===== config.mk =====
export PLATFORM = sky130hd
export DESIGN_NAME = pdc_divider
export DESIGN_NICKNAME = d
export VERILOG_FILES = /design/src/hdl/pdc_pkg.sv /design/src/hdl/pdc_divider.sv
export SDC_FILE = /design/constraint.sdc
export NUM_CORES = 1
export LEC_CHECK = 0
export ABC_CLOCK_PERIOD_IN_PS = 5400
export BUFFER_PORTS_ARGS = -buffer_cell sky130_fd_sc_hd__buf_2
export CAP_MARGIN = 15
export CORE_MARGIN = 4
export CORE_UTILIZATION = 40
export DETAILED_ROUTE_END_ITERATION = 16
export PLACE_DENSITY = 0.64
export SLEW_MARGIN = 20
export SYNTH_ARGS = -nofsm -noshare
export SYNTH_HDL_FRONTEND = slang
export SYNTH_SLANG_ARGS = --single-unit

===== constraint.sdc =====
create_clock -name i_clk -period 5.4 [get_ports i_clk]
set_input_delay 0.81 -clock i_clk [delete_from_list [all_inputs] [get_ports i_clk]]
set_output_delay 0.81 -clock i_clk [all_outputs]
set_load 0.01 [all_outputs]

===== src/hdl/pdc_pkg.sv =====
// Package for the clamped PID drive core: widths, microcode format and program,
// and the shared clamp function. No dependencies.
`default_nettype none

package pdc_pkg;

    localparam int SP_W       = 16;
    localparam int TIME_W     = 32;
    localparam int GAIN_W     = 32;
    localparam int CFG_IDX_W  = 2;
    localparam int CFG_DATA_W = 32;
    localparam int E_W        = 17;
    localparam int DE_W       = 18;
    localparam int DRV_W      = 17;
    localparam int MUL_A_W    = 33;
    localparam int MUL_B_W    = 18;
    localparam int PROD_W     = MUL_A_W + MUL_B_W;
    localparam int MAG_W      = PROD_W - 1;
    localparam int DIV_NUM_W  = 56;
    localparam int DIV_DEN_W  = 37;
    localparam int DIV_CNT_W  = $clog2(DIV_NUM_W);
    localparam int SUM_W      = 58;
    localparam int PC_W       = 5;
    localparam int TIME_SCALE = 5;
    localparam int Q88_SHIFT  = 8;
    localparam int Q16_SHIFT  = 16;
    localparam int K125_W     = 7;
    localparam int STEP_MAG_W = 18;
    localparam int RECIP_W    = 24;
    localparam int STEP_SHIFT = 25;

    localparam logic [DRV_W-1:0]     ONE_Q16   = 17'h10000;
    localparam logic [K125_W-1:0]    D_SCALE   = 7'd125;

    // The integral step is |e|*m*32/125. At or above this magnitude it drives the
    // integral to a rail either way; below it the reciprocal multiply is exact.
    localparam logic [MAG_W-1:0]     STEP_SAT_MAG = 50'd256000;
    localparam logic [RECIP_W-1:0]   STEP_RECIP   = 24'd8589935;

    localparam logic [PC_W-1:0] PC_LOAD = 5'd0;
    localparam logic [PC_W-1:0] PC_HOLD = 5'd16;

    typedef enum logic [CFG_IDX_W-1:0] {
        CFG_PROP  = 2'd0,
        CFG_INTEG = 2'd1,
        CFG_DERIV = 2'd2
    } t_cfg_idx;

    typedef enum logic [3:0] {
        OP_NOP,
        OP_LOAD,
        OP_MUL_EM,
        OP_MUL_P,
        OP_MUL_I,
        OP_MUL_D,
        OP_ABS,
        OP_SCALE_I,
        OP_DIVLD_D,
        OP_DIV,
        OP_ACC,
        OP_ADD_P,
        OP_ADD_I,
        OP_ADD_D,
        OP_FINISH,
        OP_HOLD
    } t_op;

    typedef enum logic [2:0] {
        C_NEXT,
        C_JUMP,
        C_WAIT_IN,
        C_WAIT_OUT,
        C_DIV,
        C_ZERO_DT
    } t_cond;

    typedef struct packed {
        t_op             op;
        t_cond           cond;
        logic [PC_W-1:0] target;
    } t_uword;

    typedef struct packed {
        logic load;
        logic step;
    } t_div_ctl;

    function automatic t_uword ucode(input logic [PC_W-1:0] pc);
        t_uword w;
        case (pc)
            PC_W'(0):  w = '{op: OP_LOAD,    cond: C_WAIT_IN,  target: PC_W'(1)};
            PC_W'(1):  w = '{op: OP_NOP,     cond: C_ZERO_DT,  target: PC_HOLD};
            PC_W'(2):  w = '{op: OP_MUL_EM,  cond: C_NEXT,     target: PC_LOAD};
            PC_W'(3):  w = '{op: OP_ABS,     cond: C_NEXT,     target: PC_LOAD};
            PC_W'(4):  w = '{op: OP_SCALE_I, cond: C_NEXT,     target: PC_LOAD};
            PC_W'(5):  w = '{op: OP_ACC,     cond: C_NEXT,     target: PC_LOAD};
            PC_W'(6):  w = '{op: OP_MUL_P,   cond: C_NEXT,     target: PC_LOAD};
            PC_W'(7):  w = '{op: OP_ADD_P,   cond: C_NEXT,     target: PC_LOAD};
            PC_W'(8):  w = '{op: OP_MUL_I,   cond: C_NEXT,     target: PC_LOAD};
            PC_W'(9):  w = '{op: OP_ADD_I,   cond: C_NEXT,     target: PC_LOAD};
            PC_W'(10): w = '{op: OP_MUL_D,   cond: C_NEXT,     target: PC_LOAD};
            PC_W'(11): w = '{op: OP_ABS,     cond: C_NEXT,     target: PC_LOAD};
            PC_W'(12): w = '{op: OP_DIVLD_D, cond: C_NEXT,     target: PC_LOAD};
            PC_W'(13): w = '{op: OP_DIV,     cond: C_DIV,      target: PC_LOAD};
            PC_W'(14): w = '{op: OP_ADD_D,   cond: C_NEXT,     target: PC_LOAD};
            PC_W'(15): w = '{op: OP_FINISH,  cond: C_WAIT_OUT, target: PC_LOAD};
            PC_W'(16): w = '{op: OP_HOLD,    cond: C_WAIT_OUT, target: PC_LOAD};
            default:   w = '{op: OP_NOP,     cond: C_JUMP,     target: PC_LOAD};
        endcase
        return w;
    endfunction

    function automatic logic [DRV_W-1:0] clamp_unit(input logic signed [SUM_W-1:0] v);
        logic [DRV_W-1:0] r;
        if (v < 0) begin
            r = '0;
        end else if (v > $signed({{(SUM_W-DRV_W){1'b0}}, ONE_Q16})) begin
            r = ONE_Q16;
        end else begin
            r = v[DRV_W-1:0];
        end
        return r;
    endfunction

endpackage

`default_nettype wire


===== src/hdl/pdc_divider.sv =====
// Restoring serial divider, one quotient bit per cycle while stepped, unsigned operands.
// Depends on pdc_pkg for widths and the control struct.
`default_nettype none

module pdc_divider import pdc_pkg::*; (
    input  logic                 i_clk,
    input  logic                 i_rst_n,
    input  t_div_ctl             i_ctl,
    input  logic [DIV_NUM_W-1:0] i_num,
    input  logic [DIV_DEN_W-1:0] i_den,
    output logic [DIV_NUM_W-1:0] o_quot,
    output logic                 o_last
);

    logic [DIV_NUM_W-1:0] r_num;
    logic [DIV_DEN_W-1:0] r_den;
    logic [DIV_DEN_W-1:0] r_rem;
    logic [DIV_CNT_W-1:0] r_cnt;
    logic [DIV_DEN_W:0]   trial;
    logic [DIV_DEN_W:0]   diff;
    logic                 fits;

    assign trial = {r_rem, r_num[DIV_NUM_W-1]};
    assign diff  = trial - {1'b0, r_den};
    assign fits  = trial >= {1'b0, r_den};

    always_ff @(posedge i_clk) begin
        if (!i_rst_n) begin
            r_cnt <= '0;
        end else if (i_ctl.load) begin
            r_cnt <= '0;
        end else if (i_ctl.step) begin
            r_cnt <= r_cnt + DIV_CNT_W'(1);
        end
    end

    always_ff @(posedge i_clk) begin
        if (i_ctl.load) begin
            r_num <= i_num;
            r_den <= i_den;
            r_rem <= '0;
        end else if (i_ctl.step) begin
            r_rem <= fits ? diff[DIV_DEN_W-1:0] : trial[DIV_DEN_W-1:0];
            r_num <= {r_num[DIV_NUM_W-2:0], fits};
        end
    end

    assign o_quot = r_num;
    assign o_last = (r_cnt == DIV_CNT_W'(DIV_NUM_W - 1));

endmodule

`default_nettype wire


==> results.env <==
FP.DIEH_UM=146
PATH_MAX_FANOUT=21
CTS.CLK_SLEW.WORST_PATHS_NS=0.07
PATH_CLASS='register to register'
MAX-VDD-IR-DROP_mV=0.309
YS.FLOP_TYPE='sky130_fd_sc_hd__edfxtp_1'
FINAL-SETUP-VIOL-COUNT=0
LAYOUT_AREA_OVERHEAD_PCT=19.8
FIN_SKEW_NS=0.0118
WORST_SETUP_EP_TYPE='register'
TIMING.RR.END='r_rem[26]$_SDFFE_PP0P_'
FLOORPLAN.DIE_AREA_UM2=21300
LARGEST_NET_DEGREE_AT_THE_START_OF_GLOBAL_ROUTING=81
GRT_PASS1_VIAS=5788
VIAS=5749
NUMBER_OF_DIODES_ADDED_FOR_ANTENNA_FIXING=0
WORST_HOLD_PATH_TYPE='register to register'
GRT_UTIL_ALL_LAYERS_PCT=17.0
LEAKAGEPOWER_nW=3.91
CLOCK-SINKS=136
CRITICAL_PATH_REQUIRED_NS=5.74
REGTOREGSTARTPOINT='o_quot[55]$_DFFE_PP_'
SEQUENCE_OF_CELLS_ON_THE_CRITICAL_PATH='inv_1 -> ha_1 -> inv_1 -> fa_1 -> a211oi_1 -> o211ai_1 -> a21oi_1 -> a21oi_2 -> a21oi_1 -> a31oi_4 -> buf_4 -> and3_1 -> nor4_1'
YOSYSUNIQUECELLTYPES=61
MAX-CLOCK-PATH-BUFFERS=2
SEQ_AREA_FRAC_SYNTH_PCT=47.9
DP.FINAL_HPWL_UM=12900
FIN_SETUP_TNS_NS=0
SYNTH-EDFF-COUNT=93
DRT_WL_TOTAL_UM=17800
ROW_COUNT=50
HOLD_BUFFERS=0
CP_NUM_BUF_INV=3
CRITICAL_PATH_ARRIVAL_NS=3.58
POST_SYNTH_MAIN_AREA_CONTRIBUTORS='sky130_fd_sc_hd__edfxtp_1 37%, sky130_fd_sc_hd__dfxtp_1 11%, sky130_fd_sc_hd__mux2_2 8.3%'
POSTCTSRESIZEDCELLS=0
CRITPATHMAXSTAGEDELAY_NS=0.42
POWER.DENSITY_nW_PER_UM2=344
SYNTH_CELLS=704
AVERAGE_CELL_AREA_AFTER_SYNTHESIS_UM2=10.8
DRT_FIRST_ITER_VIOLATIONS=352
SYNTHESIS.AREA_UM2=7630
SYNTH_TOP_AREA_SHARE_PCT=36.6
CP_SLOWEST_CELL='sky130_fd_sc_hd__fa_1'
WORST-SLEW-PIN-TRANSITION_NS=0.835
HOLDCRITSTARTPOINT='r_cnt[5]$_SDFFE_PP0P_'
INITIAL_UTILIZATION_PCT=40.8
CTS_TREE='built'
MAX_FREQ_MHz=308
CP-START-KIND='register'
MIN_DELAY_PATH_DEPTH=2
PERIOD_NEEDED_NS=3.25
TIMING.REG2REG.SETUP_SLACK_NS=2.15
MAPPEDNETLISTNETS=840
SYNTH_AREA_LEADER_CELL='sky130_fd_sc_hd__edfxtp_1'
YS_SEQ_ELEMENTS=136
TIMING.MAX_SLEW.REL_SLACK_PCT=44.3
CLOCK_TREE.HTREE_LEVEL_COUNT=4
GLOBALROUTE.TOTALOVERFLOW=0
HOLDPATHEND='r_cnt[5]$_SDFFE_PP0P_'
LAYOUT_SETUP_WS_NS=2.15
ANTENNA_VIOLATIONS_BEFORE_REPAIR=0
WORST_HOLD_SLACK_NS=0.493
STATUS='finished clean'
DRC_ERRORS=0
POST-PLACE-WS_NS=2.13
COUNT_OF_MAX_CAP_CONSTRAINT_VIOLATIONS=0
PORTBUFFERS=153
FINAL_CYCLE_SHARE_PCT=60.1
FINALMAXSLEWVIOLATIONS=0
DRIVE_ABOVE_1_SHARE_PCT=29.8
SYNTH.YOSYS.WARNINGS=0
CORE_AREA_UM2=18700
REG2REGPATHDEPTH=13
HOLD_VIOLATIONS=0
CTS_ROOT_CELL='sky130_fd_sc_hd__clkbuf_16'
VIAS_PER_CELL=5.26
DIE_X_UM=146
WORSTSKEWPAIRLATENCY_NS=0.43
POSTPLACECELLAREA_UM2=8560
TIMING.CRITICAL_PATH.MAX_DELAY_FAMILY='compound AO/OA/AOI/OAI gates'
FINISH.INSTANCE_AREA_UM2=9140
ASYNC_FLOP_SHARE_PCT=0
ROUTE.DETAILED.WL_PER_INST_UM=16.3
IO_PINS=154
FINISH.UTILIZATION_PCT=48.8
GRT_PASS1_WL_UM=29500
RSZ0062_AT_GRT='no'
GP_ROUTABILITY_CONGESTION=0.793
DETAIL_ROUTE.FIRST_PASS.ITERATIONS=4
POSTCTSSETUPBUFFERS=0
FINALNETCOUNT=981
DETAIL-ROUTE-ANTENNA-NETS=0
NUMBER_OF_BUFFERS_CREATED_BY_CTS=17
## how the worst max path moves through the flow
| stage | from | endpoint | slack [ns] | depth (start not counted) |
|---|---|---|---|---|
| 6_report | o_quot[55]$_DFFE_PP_ | r_rem[26]$_SDFFE_PP0P_ | 2.15 | 13 |
| 5_1_grt | o_quot[55]$_DFFE_PP_ | r_rem[5]$_SDFFE_PP0P_ | 1.80 | 14 |
| 4_1_cts | o_quot[55]$_DFFE_PP_ | r_rem[26]$_SDFFE_PP0P_ | 2.10 | 13 |
| 3_5_place_dp | o_quot[55]$_DFFE_PP_ | r_rem[27]$_SDFFE_PP0P_ | 2.13 | 13 |
| 3_3_place_gp | o_quot[55]$_DFFE_PP_ | o_quot[0]$_DFFE_PP_ | 2.24 | 12 |
| 2_1_floorplan | o_quot[55]$_DFFE_PP_ | o_quot[0]$_DFFE_PP_ | 2.46 | 13 |
## cell usage after synthesis (4+ instances only)
master and n:
sky130_fd_sc_hd__or3_1 5, sky130_fd_sc_hd__a211oi_1 33, sky130_fd_sc_hd__nand2_1 36, sky130_fd_sc_hd__xnor2_1 14, sky130_fd_sc_hd__nand4_1 10, sky130_fd_sc_hd__o21ai_1 4
sky130_fd_sc_hd__mux2i_1 29, sky130_fd_sc_hd__o21ai_0 22, sky130_fd_sc_hd__buf_2 8, sky130_fd_sc_hd__clkbuf_1 22, sky130_fd_sc_hd__nor2_1 56, sky130_fd_sc_hd__nor4_1 5
sky130_fd_sc_hd__nand3_1 11, sky130_fd_sc_hd__o211ai_1 12, sky130_fd_sc_hd__o21a_1 4, sky130_fd_sc_hd__a21o_1 17, sky130_fd_sc_hd__mux2_2 56, sky130_fd_sc_hd__ha_1 38
sky130_fd_sc_hd__dfxtp_1 43, sky130_fd_sc_hd__edfxtp_1 93, sky130_fd_sc_hd__nor3_1 11, sky130_fd_sc_hd__nand2b_1 14, sky130_fd_sc_hd__a21oi_1 38, sky130_fd_sc_hd__inv_1 44
sky130_fd_sc_hd__xor2_1 21
## final cells by class
class / instances / area [um^2]
Sequential cell: 136 / 3650
Fill cell: 1747 / 9570
Tap cell: 234 / 293
Multi-Input combinational cell: 487 / 3630
Clock inverter: 15 / 151
Clock buffer: 17 / 425
Timing Repair Buffer: 159 / 813
Inverter: 44 / 165
## metal layers
| metal | part of all wire, % | track usage (%) | up-vias |
|---|---|---|---|
| li1 | - | - | 2885 |
| met1 | 46 | 22.4 | 2668 |
| met2 | 44 | 25.7 | 181 |
| met3 | 9.4 | 7.64 | 15 |
| met4 | 1.1 | 4.66 | 0 |
| met5 | 0 | 0 | - |
## state kept, by name, indices dropped and copies added, names as in the netlist
signal,count
o_quot,56
r_cnt,6
r_den,37
r_rem,37
## power by group
part | switching [W] | leakage, nW | internal [W] | total [W]
registers | 0.0000545 | 1.29 | 0.00123 | 0.00128
logic | 0.000394 | 2.33 | 0.000316 | 0.000710
clock network | 0.000535 | 0.287 | 0.000619 | 0.00115
## metrics by stage
| step | cells | total power (W) |
|---|---|---|
| 2_1_floorplan | 704 | 0.00182 |
| 3_3_place_gp | 1060 | 0.00201 |
| 3_5_place_dp | 1060 | 0.00201 |
| 4_1_cts | 1092 | 0.00319 |
| 5_1_grt | 1092 | 0.00332 |
| 6_report | 1092 | 0.00314 |
## cells by family (layout without fill, tap and decap cells)
group / after synthesis / in the layout / synth area share [%]
AND/OR/NAND/NOR: 166 / 166 / 10.5
AO/OA/AOI/OAI: 162 / 162 / 14.4
flip-flops: 136 / 136 / 47.9
multiplexers: 85 / 85 / 12.1
buffers and inverters: 81 / 235 / 4.58
adder cells (fa/ha/maj): 39 / 39 / 6.50
XOR/XNOR: 35 / 35 / 4.02
## cell usage in the layout (no fill, tap or decap), drive strengths merged, types with 21 or more instances in the layout
cell | synthesis | routed
nor2 | 56 | 56
dfxtp | 43 | 43
mux2 | 56 | 56
buf | 14 | 159
xor2 | 21 | 21
inv | 44 | 56
nand2 | 36 | 36
mux2i | 29 | 29
ha | 38 | 38
a21oi | 39 | 39
a211oi | 34 | 34
o21ai | 27 | 27
edfxtp | 93 | 93
## worst reg2reg max path, delay by kind of cell (launching register included)
family | cells | cell delay, ns
AO/OA/AOI/OAI | 6 | 1.32
adder cells (fa/ha/maj) | 2 | 0.57
buffers and inverters | 3 | 0.44
AND/OR/NAND/NOR | 2 | 0.44
flip-flops | 1 | 0.39
Note: power is estimated with default switching activity, not from simulation.
